**config.mk**
```make
export PLATFORM = sky130hd
export DESIGN_NAME = gf2n_modular_exponentiation
export DESIGN_NICKNAME = d
export VERILOG_FILES = /design/src/rtl/gfm_pkg.sv /design/src/rtl/gfm_reduce.sv /design/src/rtl/gfm_mul.sv /design/src/rtl/gf2n_modular_exponentiation.sv
export VERILOG_INCLUDE_DIRS = /design/src /design/src/rtl
export SDC_FILE = /design/constraint.sdc
export NUM_CORES = 2
export LEC_CHECK = 0
export BUFFER_PORTS_ARGS = -buffer_cell sky130_fd_sc_hd__buf_4
export CORE_MARGIN = 1.5
export CORE_UTILIZATION = 40
export CTS_BUF_LIST = sky130_fd_sc_hd__clkbuf_16
export CTS_CLUSTER_DIAMETER = 150
export DETAILED_ROUTE_END_ITERATION = 7
export GPL_ROUTABILITY_DRIVEN = 0
export GPL_TIMING_DRIVEN = 0
export HOLD_SLACK_MARGIN = 0.08
export SKIP_LAST_GASP = 1
export SYNTH_ARGS = -nofsm -noshare
export SYNTH_HDL_FRONTEND = slang
export SYNTH_SLANG_ARGS = --single-unit
```
**constraint.sdc**
```tcl
create_clock -name aclk -period 5.4 [get_ports aclk]
set_input_delay 0.54 -clock aclk [delete_from_list [all_inputs] [get_ports aclk]]
set_output_delay 0.54 -clock aclk [all_outputs]
set_load 0.02 [all_outputs]
```
**src/rtl/assert_macros.svh**
```systemverilog
// Assertion macros shared by the exponentiation RTL.
// Needs no other file; synthesis sees empty bodies.
`ifndef ASSERT_MACROS_SVH
`define ASSERT_MACROS_SVH
`ifndef SYNTHESIS
// Same-cycle implication, checked on the rising clock edge outside reset.
`define ASSERT_IMPLY(name, clk, rst_n, ante, cons, msg) \
    name: assert property (@(posedge clk) disable iff (!rst_n) (ante) |-> (cons)) \
        else $error(msg);
// Next-cycle implication, checked on the rising clock edge outside reset.
`define ASSERT_NEXT(name, clk, rst_n, ante, cons, msg) \
    name: assert property (@(posedge clk) disable iff (!rst_n) (ante) |=> (cons)) \
        else $error(msg);
`else
`define ASSERT_IMPLY(name, clk, rst_n, ante, cons, msg)
`define ASSERT_NEXT(name, clk, rst_n, ante, cons, msg)
`endif
`endif

```
**src/rtl/gfm_pkg.sv**
```systemverilog
// Shared constants and controller state type for the GF(2^n) exponentiator.
// No dependencies.
package gfm_pkg;

    localparam int unsigned MAX_FIELD_DEGREE_DEF = 63;
    localparam int unsigned BASE_W    = 64;
    localparam int unsigned EXP_W     = 64;
    localparam int unsigned POW_W     = 63;
    localparam int unsigned CFG_W     = 64;
    localparam int unsigned S_TDATA_W = ((BASE_W + EXP_W + 7) / 8) * 8;
    localparam int unsigned M_TDATA_W = ((POW_W + 7) / 8) * 8;

    typedef enum logic [2:0] {
        ST_IDLE,
        ST_SCAN,
        ST_RED_GO,
        ST_RED,
        ST_MUL_GO,
        ST_MUL,
        ST_OUT
    } gfm_state_t;

endpackage

```
**src/rtl/gfm_reduce.sv**
```systemverilog
// Bit-serial remainder of the base polynomial modulo the field polynomial.
// Uses gfm_pkg and assert_macros.svh; one base bit enters per cycle, MSB first.
`include "assert_macros.svh"
module gfm_reduce
    import gfm_pkg::*;
#(
    parameter int unsigned FW = MAX_FIELD_DEGREE_DEF + 1
) (
    input  logic              aclk,
    input  logic              aresetn,
    input  logic              start,
    input  logic [BASE_W-1:0] base,
    input  logic [FW-1:0]     fpoly,
    input  logic [FW-1:0]     nbit_mask,
    output logic              done,
    output logic [FW-1:0]     rem
);

    localparam int unsigned CNT_W = $clog2(BASE_W);
    localparam logic [CNT_W-1:0] CNT_LAST = CNT_W'(BASE_W - 1);

    logic              busy_reg, busy_next;
    logic              done_reg, done_next;
    logic [CNT_W-1:0]  cnt_reg, cnt_next;
    logic [BASE_W-1:0] sh_reg, sh_next;
    logic [FW-1:0]     rem_reg, rem_next;
    logic [FW-1:0]     rem_shift;

    // Shift in the next base bit and cancel bit n when it appears
    always_comb begin
        rem_shift = {rem_reg[FW-2:0], sh_reg[BASE_W-1]};
        if (|(rem_shift & nbit_mask)) begin
            rem_shift = rem_shift ^ fpoly;
        end
    end

    // Sequence one reduction pass
    always_comb begin
        busy_next = busy_reg;
        done_next = 1'b0;
        cnt_next  = cnt_reg;
        sh_next   = sh_reg;
        rem_next  = rem_reg;
        if (start) begin
            busy_next = 1'b1;
            cnt_next  = '0;
            sh_next   = base;
            rem_next  = '0;
        end else if (busy_reg) begin
            rem_next = rem_shift;
            sh_next  = {sh_reg[BASE_W-2:0], 1'b0};
            cnt_next = cnt_reg + CNT_W'(1);
            if (cnt_reg == CNT_LAST) begin
                busy_next = 1'b0;
                done_next = 1'b1;
            end
        end
    end

    always_ff @(posedge aclk) begin
        if (!aresetn) begin
            busy_reg <= 1'b0;
            done_reg <= 1'b0;
        end else begin
            busy_reg <= busy_next;
            done_reg <= done_next;
        end
        cnt_reg <= cnt_next;
        sh_reg  <= sh_next;
        rem_reg <= rem_next;
    end

    assign done = done_reg;
    assign rem  = rem_reg;

    `ASSERT_IMPLY(a_red_start_idle, aclk, aresetn, start, !busy_reg, "reduce restarted while busy")
    `ASSERT_IMPLY(a_red_rem_bound, aclk, aresetn, busy_reg, (rem_reg & ~(nbit_mask - FW'(1))) == '0, "remainder reached field degree")

endmodule

```
**src/rtl/gfm_mul.sv**
```systemverilog
// Bit-serial GF(2^n) multiplier with two lanes sharing one multiplier shift
// register: result*factor and factor*factor. Uses gfm_pkg and assert_macros.svh.
`include "assert_macros.svh"
module gfm_mul
    import gfm_pkg::*;
#(
    parameter int unsigned FW = MAX_FIELD_DEGREE_DEF + 1
) (
    input  logic          aclk,
    input  logic          aresetn,
    input  logic          start,
    input  logic [FW-1:0] a_res,
    input  logic [FW-1:0] a_fac,
    input  logic [FW-1:0] fpoly,
    input  logic [FW-1:0] top_mask,
    output logic          done,
    output logic [FW-1:0] prod_res,
    output logic [FW-1:0] prod_sq
);

    logic          busy_reg, busy_next;
    logic [FW-1:0] b_reg, b_next;
    logic [FW-1:0] acc_res_reg, acc_res_next;
    logic [FW-1:0] acc_sq_reg, acc_sq_next;
    logic [FW-1:0] sum_res_reg, sum_res_next;
    logic [FW-1:0] sum_sq_reg, sum_sq_next;

    // Finish once every multiplier bit has been consumed
    assign done = busy_reg && (b_reg == '0);

    // One multiplier bit per cycle: add, then double the multiplicands mod p
    always_comb begin
        busy_next    = busy_reg;
        b_next       = b_reg;
        acc_res_next = acc_res_reg;
        acc_sq_next  = acc_sq_reg;
        sum_res_next = sum_res_reg;
        sum_sq_next  = sum_sq_reg;
        if (start) begin
            busy_next    = 1'b1;
            b_next       = a_fac;
            acc_res_next = a_res;
            acc_sq_next  = a_fac;
            sum_res_next = '0;
            sum_sq_next  = '0;
        end else if (done) begin
            busy_next = 1'b0;
        end else if (busy_reg) begin
            if (b_reg[0]) begin
                sum_res_next = sum_res_reg ^ acc_res_reg;
                sum_sq_next  = sum_sq_reg ^ acc_sq_reg;
            end
            b_next       = b_reg >> 1;
            acc_res_next = {acc_res_reg[FW-2:0], 1'b0}
                         ^ ((|(acc_res_reg & top_mask)) ? fpoly : '0);
            acc_sq_next  = {acc_sq_reg[FW-2:0], 1'b0}
                         ^ ((|(acc_sq_reg & top_mask)) ? fpoly : '0);
        end
    end

    always_ff @(posedge aclk) begin
        if (!aresetn) begin
            busy_reg <= 1'b0;
        end else begin
            busy_reg <= busy_next;
        end
        b_reg       <= b_next;
        acc_res_reg <= acc_res_next;
        acc_sq_reg  <= acc_sq_next;
        sum_res_reg <= sum_res_next;
        sum_sq_reg  <= sum_sq_next;
    end

    assign prod_res = sum_res_reg;
    assign prod_sq  = sum_sq_reg;

    `ASSERT_IMPLY(a_mul_start_idle, aclk, aresetn, start, !busy_reg, "multiply restarted while busy")
    `ASSERT_IMPLY(a_mul_acc_bound, aclk, aresetn, busy_reg, ((acc_res_reg | acc_sq_reg) & ~((top_mask << 1) - FW'(1))) == '0, "multiplicand left the field")

endmodule

```
**src/rtl/gf2n_modular_exponentiation.sv**
```systemverilog
// GF(2^n) modular exponentiation: top level with controller, degree scan,
// output register. Uses gfm_pkg, gfm_reduce, gfm_mul and assert_macros.svh.
//
// Computes base_poly ** exponent modulo the field polynomial written on the
// cfg port (bits above MAX_FIELD_DEGREE are dropped). One item is worked at a
// time. An exponent of zero returns 1. Otherwise the block scans the field
// polynomial from its top bit down for the degree n (one bit a cycle),
// reduces the base bit-serially, then runs one square-and-multiply step per
// exponent bit up to its highest set bit. Each step is one pass of the
// bit-serial multiplier, which walks the bits of the current factor.
// A field polynomial of degree below 1 with a nonzero exponent yields 0 with
// the bad_modulus flag set. The next item is taken while a finished result
// still waits in the output register.
`include "assert_macros.svh"
module gf2n_modular_exponentiation
    import gfm_pkg::*;
#(
    parameter int unsigned MAX_FIELD_DEGREE = MAX_FIELD_DEGREE_DEF
) (
    input  logic                 aclk,
    input  logic                 aresetn,
    // configuration write: field_poly
    input  logic                 cfg_valid,
    output logic                 cfg_ready,
    input  logic [CFG_W-1:0]     cfg_data,
    // input beat
    input  logic                 s_tvalid,
    output logic                 s_tready,
    input  logic [S_TDATA_W-1:0] s_tdata,   // [63:0] base_poly, [127:64] exponent
    // result beat
    output logic                 m_tvalid,
    input  logic                 m_tready,
    output logic [M_TDATA_W-1:0] m_tdata,   // [62:0] power_poly, [63] zero
    output logic                 m_tuser    // [0] bad_modulus
);

    localparam int unsigned FW    = MAX_FIELD_DEGREE + 1;
    localparam int unsigned DEG_W = $clog2(FW);

    gfm_state_t        state_reg, state_next;
    logic [FW-1:0]     field_poly_reg;
    logic [BASE_W-1:0] base_reg;
    logic [EXP_W-1:0]  exp_reg;
    logic [DEG_W-1:0]  deg_reg;
    logic [FW-1:0]     result_reg;
    logic [FW-1:0]     factor_reg;
    logic              bad_pend_reg;
    logic              out_valid_reg;
    logic [POW_W-1:0]  power_reg;
    logic              bad_reg;

    logic              in_beat;
    logic              out_load;
    logic              red_start;
    logic              mul_start;
    logic              red_done;
    logic              mul_done;
    logic [FW-1:0]     red_rem;
    logic [FW-1:0]     prod_res;
    logic [FW-1:0]     prod_sq;
    logic [FW-1:0]     top_mask;
    logic [FW-1:0]     nbit_mask;
    logic              exp_zero;
    logic              exp_last;

    assign in_beat   = s_tvalid && s_tready;
    assign exp_zero  = (s_tdata[BASE_W +: EXP_W] == '0);
    assign exp_last  = (exp_reg[EXP_W-1:1] == '0);
    assign top_mask  = FW'(1) << (deg_reg - DEG_W'(1));
    assign nbit_mask = FW'(1) << deg_reg;

    // Next state
    always_comb begin
        state_next = state_reg;
        unique case (state_reg)
            ST_IDLE: begin
                if (s_tvalid) begin
                    state_next = exp_zero ? ST_OUT : ST_SCAN;
                end
            end
            ST_SCAN: begin
                if (field_poly_reg[deg_reg]) begin
                    state_next = ST_RED_GO;
                end else if (deg_reg == DEG_W'(1)) begin
                    state_next = ST_OUT;
                end
            end
            ST_RED_GO: state_next = ST_RED;
            ST_RED: begin
                if (red_done) begin
                    state_next = ST_MUL_GO;
                end
            end
            ST_MUL_GO: state_next = ST_MUL;
            ST_MUL: begin
                if (mul_done) begin
                    state_next = exp_last ? ST_OUT : ST_MUL_GO;
                end
            end
            ST_OUT: begin
                if (!out_valid_reg || m_tready) begin
                    state_next = ST_IDLE;
                end
            end
            default: state_next = ST_IDLE;
        endcase
    end

    // Controller outputs
    always_comb begin
        s_tready  = 1'b0;
        red_start = 1'b0;
        mul_start = 1'b0;
        out_load  = 1'b0;
        unique case (state_reg)
            ST_IDLE:   s_tready  = 1'b1;
            ST_RED_GO: red_start = 1'b1;
            ST_MUL_GO: mul_start = 1'b1;
            ST_OUT:    out_load  = !out_valid_reg || m_tready;
            default: ;
        endcase
    end

    // Control registers and field polynomial
    always_ff @(posedge aclk) begin
        if (!aresetn) begin
            state_reg      <= ST_IDLE;
            field_poly_reg <= '0;
            out_valid_reg  <= 1'b0;
        end else begin
            state_reg <= state_next;
            if (cfg_valid && cfg_ready) begin
                field_poly_reg <= cfg_data[FW-1:0];
            end
            if (out_load) begin
                out_valid_reg <= 1'b1;
            end else if (m_tready) begin
                out_valid_reg <= 1'b0;
            end
        end
    end

    // Item datapath: capture, degree scan, square-and-multiply updates, output load
    always_ff @(posedge aclk) begin
        if (in_beat) begin
            base_reg     <= s_tdata[BASE_W-1:0];
            exp_reg      <= s_tdata[BASE_W +: EXP_W];
            deg_reg      <= DEG_W'(MAX_FIELD_DEGREE);
            result_reg   <= FW'(1);
            bad_pend_reg <= 1'b0;
        end
        if (state_reg == ST_SCAN && !field_poly_reg[deg_reg]) begin
            if (deg_reg == DEG_W'(1)) begin
                result_reg   <= '0;
                bad_pend_reg <= 1'b1;
            end else begin
                deg_reg <= deg_reg - DEG_W'(1);
            end
        end
        if (state_reg == ST_RED && red_done) begin
            factor_reg <= red_rem;
        end
        if (state_reg == ST_MUL && mul_done) begin
            if (exp_reg[0]) begin
                result_reg <= prod_res;
            end
            factor_reg <= prod_sq;
            exp_reg    <= exp_reg >> 1;
        end
        if (out_load) begin
            power_reg <= POW_W'(result_reg[FW-2:0]);
            bad_reg   <= bad_pend_reg;
        end
    end

    gfm_reduce #(
        .FW (FW)
    ) u_reduce (
        .aclk      (aclk),
        .aresetn   (aresetn),
        .start     (red_start),
        .base      (base_reg),
        .fpoly     (field_poly_reg),
        .nbit_mask (nbit_mask),
        .done      (red_done),
        .rem       (red_rem)
    );

    gfm_mul #(
        .FW (FW)
    ) u_mul (
        .aclk     (aclk),
        .aresetn  (aresetn),
        .start    (mul_start),
        .a_res    (result_reg),
        .a_fac    (factor_reg),
        .fpoly    (field_poly_reg),
        .top_mask (top_mask),
        .done     (mul_done),
        .prod_res (prod_res),
        .prod_sq  (prod_sq)
    );

    assign cfg_ready = 1'b1;
    assign m_tvalid  = out_valid_reg;
    assign m_tdata   = M_TDATA_W'(power_reg);
    assign m_tuser   = bad_reg;

    `ASSERT_NEXT(a_top_accept_busy, aclk, aresetn, in_beat, state_reg != ST_IDLE, "accepted beat did not start work")
    `ASSERT_IMPLY(a_top_bad_zero, aclk, aresetn, out_valid_reg && bad_reg, power_reg == '0, "bad modulus with nonzero power")
    `ASSERT_IMPLY(a_top_one_unit, aclk, aresetn, red_start || mul_start, state_reg == ST_RED_GO || state_reg == ST_MUL_GO, "unit started outside its launch state")

endmodule

```
* Yosys cells after proc, flatten, opt, wreduce, memory -nomap -nowiden
Index checks and enable logic that the tools add are counted.
Word-level totals: output and inout bits 68, memories kept 0, latch bits 0, register bits 852, bits in read-only memories 0, memory bits (writable) 0
Operators by class: $mul 0, divide/modulo/power cells 0, bitwise gates (word level) 11, $lt $le $gt $ge 1, shift operators 2, equality and inequality tests 14, reductions and logical operators 25, muxes and demuxes 52, $add $sub $neg 2
Operators with widths (count):
- $mux 64 | 21
- $xor 64x64->64 | 5
- $and 64x64->64 | 3
- $reduce_or 64->1 | 3
- $logic_not 64->1 | 2
- $shl 1x6->64 const A | 2
- $mux 63 | 2
- $logic_not 63->1 | 1
- $mux 3 | 7
- $pmux 3 s7 | 1
- $mux 6 | 3
- $mux 1 | 16
- $reduce_bool 2->1 | 6
- $eq 3x3->1 const B | 3
- $ne 2x2->1 const B | 4
- $lt 6x7->1 const B | 1
- $add 6x1->6 const B | 1
- $bmux 1 s6 | 1
- $eq 3x2->1 const B | 2
- $eq 6x1->1 const B | 1
- $eq 6x6->1 const B | 1
- $sub 6x1->6 const B | 1
- $logic_and 1x1->1 | 5
- $reduce_and 5->1 | 1
- 11 further kinds | 14

* Logic depth before layout (Yosys ltp)
depth after elaboration 9, depth in mapped cells 20, gate-level depth less buffers 11

* By module
A second synthesis with hierarchy kept.
Unflattened totals: cells, all modules 3606, area, all modules 38562.0 um2
By module, submodules not included:
- gf2n_modular_exponentiation | cells each 1423, area each 15901.5 um2, instances 1
- gfm_mul | cells each 1613, area each 15823.9 um2, instances 1
- gfm_reduce | cells each 570, area each 6836.6 um2, instances 1

* Worst setup path before layout
No wires, ideal clock.
path kind register to register, from reg u_mul.b_reg[30], to reg u_mul.acc_res_reg[0], enable pin, buffers on the path 0, cell stages (with the launch flop) 6, arrival time 4.391 ns, library setup time 1.535 ns, slack -0.526 ns, period minus slack after synthesis 5.926 ns, path through edfxtp_1 > nor4_1 > nand4_1 > nor4_1 > nand2b_1 > nand2_1
On the way: longest elaborated chain between the ends 4
Ends and longest elaborated chain:
- from (decl) | line gfm_mul.sv:22 | logic [FW-1:0] b_reg, b_next;
- from (signal assigned) | line gfm_mul.sv:67 | b_reg <= b_next;
- $logic_not 64->1 | line gfm_mul.sv:29 | assign done = busy_reg && (b_reg == '0);
- $logic_and 1x1->1 | line gfm_mul.sv:29
- $ne 2x2->1 (no line)
- $reduce_and 2->1 (no line)
- to (signal assigned) | line gfm_mul.sv:68 | acc_res_reg <= acc_res_next;
- to (decl) | line gfm_mul.sv:23 | logic [FW-1:0] acc_res_reg, acc_res_next;
Every way passes these cells. A chain may end at the register's enable or synchronous reset.

* Worst setup path in the final report
from reg deg_reg[1], to reg u_reduce.rem_reg[57] (netlist: u_reduce.rem[57])
On the way: longest elaborated chain between the ends 4
Ends and longest elaborated chain:
- from (decl) | line gf2n_modular_exponentiation.sv:44 | logic [DEG_W-1:0] deg_reg;
- from (signal assigned) | line gf2n_modular_exponentiation.sv:148 | deg_reg <= DEG_W'(MAX_FIELD_DEGREE);
- from (signal assigned) | line gf2n_modular_exponentiation.sv:157 | deg_reg <= deg_reg - DEG_W'(1);
- $shl 1x6->64 | line gf2n_modular_exponentiation.sv:70 | assign nbit_mask = FW'(1) << deg_reg;
- $and 64x64->64 | line gfm_reduce.sv:32 | if (|(rem_shift & nbit_mask)) begin
- $reduce_or 64->1 | line gfm_reduce.sv:32
- $mux 64 | line gfm_reduce.sv:32
- to (signal assigned) | line gfm_reduce.sv:70 | rem_reg <= rem_next;
- to (decl) | line gfm_reduce.sv:26 | logic [FW-1:0] rem_reg, rem_next;
Every way passes these cells.

==> flow_summary.json <==
{
  "rsz0062_at_grt": "no",
  "core.rowCount": 111,
  "dpl_cell_area_sq_um": 40900,
  "cp_common_cell": "buf_2",
  "track_usage": 0.245,
  "sw_frac_of_total": 0.365,
  "hpwl_um": 84000,
  "ys_seq_elements": 852,
  "cts_sinks": 852,
  "fin_tns_setup_ns": 0,
  "fillCellCount": 8375,
  "grt_max_degree": 113,
  "viasPerCell": 5.39,
  "p_leak_nw": 16.5,
  "syn_nets": 3543,
  "top_layer_used": "met5",
  "comb_power_share": 0.283,
  "path_cells": "ha_1 -> buf_2 -> buf_2 -> buf_2 -> buf_1 -> a22oi_1 -> a211oi_1 -> nor3_1 -> mux2i_1 -> o22a_1 -> buf_2 -> buf_2 -> nand2_1 -> xor2_1 -> a21oi_1",
  "antenna_left": 0,
  "max_cap_viol_count": 0,
  "synth_ff_type": "edfxtp_1",
  "avgSynthCellArea_sq_um": 11.1,
  "antenna_found_initial": 14,
  "synth_edf_count": 511,
  "wl_per_cell_um": 22.9,
  "period_share": 0.990,
  "port_buffers": 260,
  "dr_wl_met2_um": 52000,
  "ys_warn_count": 0,
  "final_cells": 5093,
  "wl_met1_um": 48900,
  "grt_pass1_wl_um": 173000,
  "path_buf_inv": 6,
  "critical_path_arrival_ns": 5.88,
  "die_h_um": 308,
  "cts_max_path_buffers": 3,
  "cts_tree": "yes",
  "peakVddDrop_mv": 0.302,
  "status": "completed",
  "clk_pin_slew_worst_paths_ns": 0.06,
  "path_delay_family": "buffers and inverters",
  "slowest_stage": "ha_1",
  "finalWirelength_um": 116000,
  "initial_core_util": 0.405,
  "syn_inst": 3340,
  "finalSetupViolCount": 0,
  "synth_cell_types": 73,
  "drt_iter0_markers": 2684,
  "coreArea_sq_um": 91800,
  "regArea_sq_um": 22200,
  "areaGrowthSynthToFinish_pct": 19.9,
  "dr_wl_met3_um": 10400,
  "hp-class": "primary input to register",
  "cts_buffers": 92,
  "max_stage_delay_ns": 0.67,
  "drt-pass1-iter-count": 7,
  "power_frac_clock": 0.252,
  "cts_root_buf": "clkbuf_16",
  "drc_errors": 0,
  "cp-end-kind": "register",
  "timing.slew.headroom": 0.0282,
  "crit_fanout": 10,
  "die_area_sq_um": 94800,
  "fmax_ghz": 0.187,
  "finalInstanceArea_sq_um": 44600,
  "yosysSeqAreaShare": 0.597,
  "post-place-cells": 4851,
  "worst_clock_skew_ns": 0.0524,
  "cts_setup_buffers": 0,
  "multiInputGateArea_sq_um": 14100,
  "min_period_ns": 5.35,
  "intPower_mw": 15.3,
  "p_sw_mw": 8.77,
  "hold_ws_ns": 0.107,
  "fin_nets": 3968,
  "io_pins": 265,
  "dr_total_vias": 27459,
  "clock_latency_ns": 0.70,
  "hold_violations": 0,
  "crit_type": "register to register",
  "htreeDepth": 3,
  "worstMarginPinSlew_ns": 1.46,
  "power.density_nw_per_um2": 539,
  "crit_path_start_kind": "register",
  "overflow": 0,
  "layout-drive-gt1-share": 0.166,
  "seq_power_share": 0.465,
  "fp.dieW_um": 308,
  "netlist_area_sq_um": 37200,
  "grt_pass1_vias": 26888,
  "finalMaxSlewViolations": 0,
  "cp.required_ns": 5.94,
  "async_reset_ff_frac": 0
}
-- tightest hold or removal path: cells and delay by family --
family | cells | cell delay [ns]
buffers and inverters | 1 | 0.08
multiplexers | 1 | 0.05
AND/OR/NAND/NOR | 1 | 0.09
-- synthesized netlist by cell type, drive strengths merged, types with 3 or more instances --
library cell,n,area share
a211oi,8,0.0016
a21boi,3,0.00061
a21oi,89,0.012
a221oi,4,0.00094
a222oi,14,0.0038
a22o,72,0.017
a22oi,27,0.0055
a311oi,7,0.0016
a31oi,9,0.0015
a32oi,6,0.0014
and2,5,0.00084
buf,58,0.0088
clkbuf,169,0.017
dfxtp,341,0.18
edfxtp,511,0.41
ha,6,0.0020
inv,13,0.0013
mux2,135,0.041
mux2i,74,0.020
mux4,21,0.013
nand2,674,0.068
nand2b,8,0.0013
nand3,26,0.0035
nand3b,3,0.00061
nand4,20,0.0034
nor2,171,0.017
nor2b,71,0.012
nor3,12,0.0019
nor4,56,0.0098
o211ai,4,0.00081
o21ai,330,0.045
o221ai,4,0.00094
o22a,4,0.00094
o22ai,13,0.0022
o31ai,4,0.00094
or3,4,0.00067
or4,4,0.00081
xnor2,8,0.0019
xor2,318,0.075
-- power by group through the flow --
stage               Combinational [mW]  Sequential (mW)  Clock [mW]
floorplan                         4.57             10.6           0
global placement                  6.44             11.4           0
detailed placement                6.66             11.2           0
CTS                               6.76             11.1        6.13
global route                      7.50             11.3        6.39
finish                            6.81             11.2        6.05
-- final timing paths --
path	start	end	slack [ns]	cells after the start
setup / recovery	deg_reg[1]	u_reduce.rem[57]	0.05	15
hold / removal	cfg_data[55]	field_poly_reg[55]	0.11	3
setup reg to reg	deg_reg[1]	u_reduce.rem[57]	0.05	15
hold reg to reg	bad_pend_reg	m_tuser	0.44	0
-- metrics by stage --
| step | setup slack (ns) | total power [mW] | utilization |
|---|---|---|---|
| after global placement | -2.69 | 17.8 | 0.443 |
| after global routing | 0.00332 | 25.2 | 0.485 |
| after CTS | 0.0858 | 24.0 | 0.485 |
| after detailed placement | -0.857 | 17.9 | 0.446 |
| final | 0.0543 | 24.0 | 0.485 |
| after floorplan | 0.856 | 15.2 | - |
-- logic make-up after synthesis --
kind of cell | after synthesis | share of synthesized area
adders and majority gates | 6 | 0.00202
AOI/OAI and AO/OA | 618 | 0.101
DFF | 852 | 0.597
buffers and inverters | 241 | 0.0272
other | 2 | 0.000202
and+or+nand+nor | 1065 | 0.123
xor gates and xnor gates | 326 | 0.0768
muxes | 230 | 0.0736
-- placed cells by master (no fill, tap or decap), drive strengths merged, types with 74 or more instances in the layout --
cell    count
o21ai     330
a21oi      89
dfxtp     341
xor2      318
buf       322
edfxtp    511
mux2i      74
mux2      135
nor2      171
nand2     674
clkbuf    264
-- timing repair --
item | 4_1_cts | 5_1_grt
endpoints found under the hold margin | 66 | 0
gates resized for setup | 17 | 22
setup endpoints to repair | 251 | 175
gates cloned | 0 | 0
hold buffers | 66 | 0
-- final cells by class --
| type | instances | area share |
|---|---|---|
| plain buffers | 224 | 0.0222 |
| well taps | 1243 | 0.0349 |
| repair buffers | 334 | 0.0629 |
| flip-flops and latches | 852 | 0.497 |
| clock inverters | 79 | 0.0116 |
| inverters | 14 | 0.00121 |
| multi-input cells | 2247 | 0.316 |
| diodes | 5 | 0.000281 |
| clock buffers | 95 | 0.0533 |
-- routing by layer --
layer  track usage  vias up
met5             0        -
met4         0.102       18
met3        0.0539      286
met2         0.382     1272
met1         0.328    13180
li1              -    12703
Power figures use the tool's default switching activity.
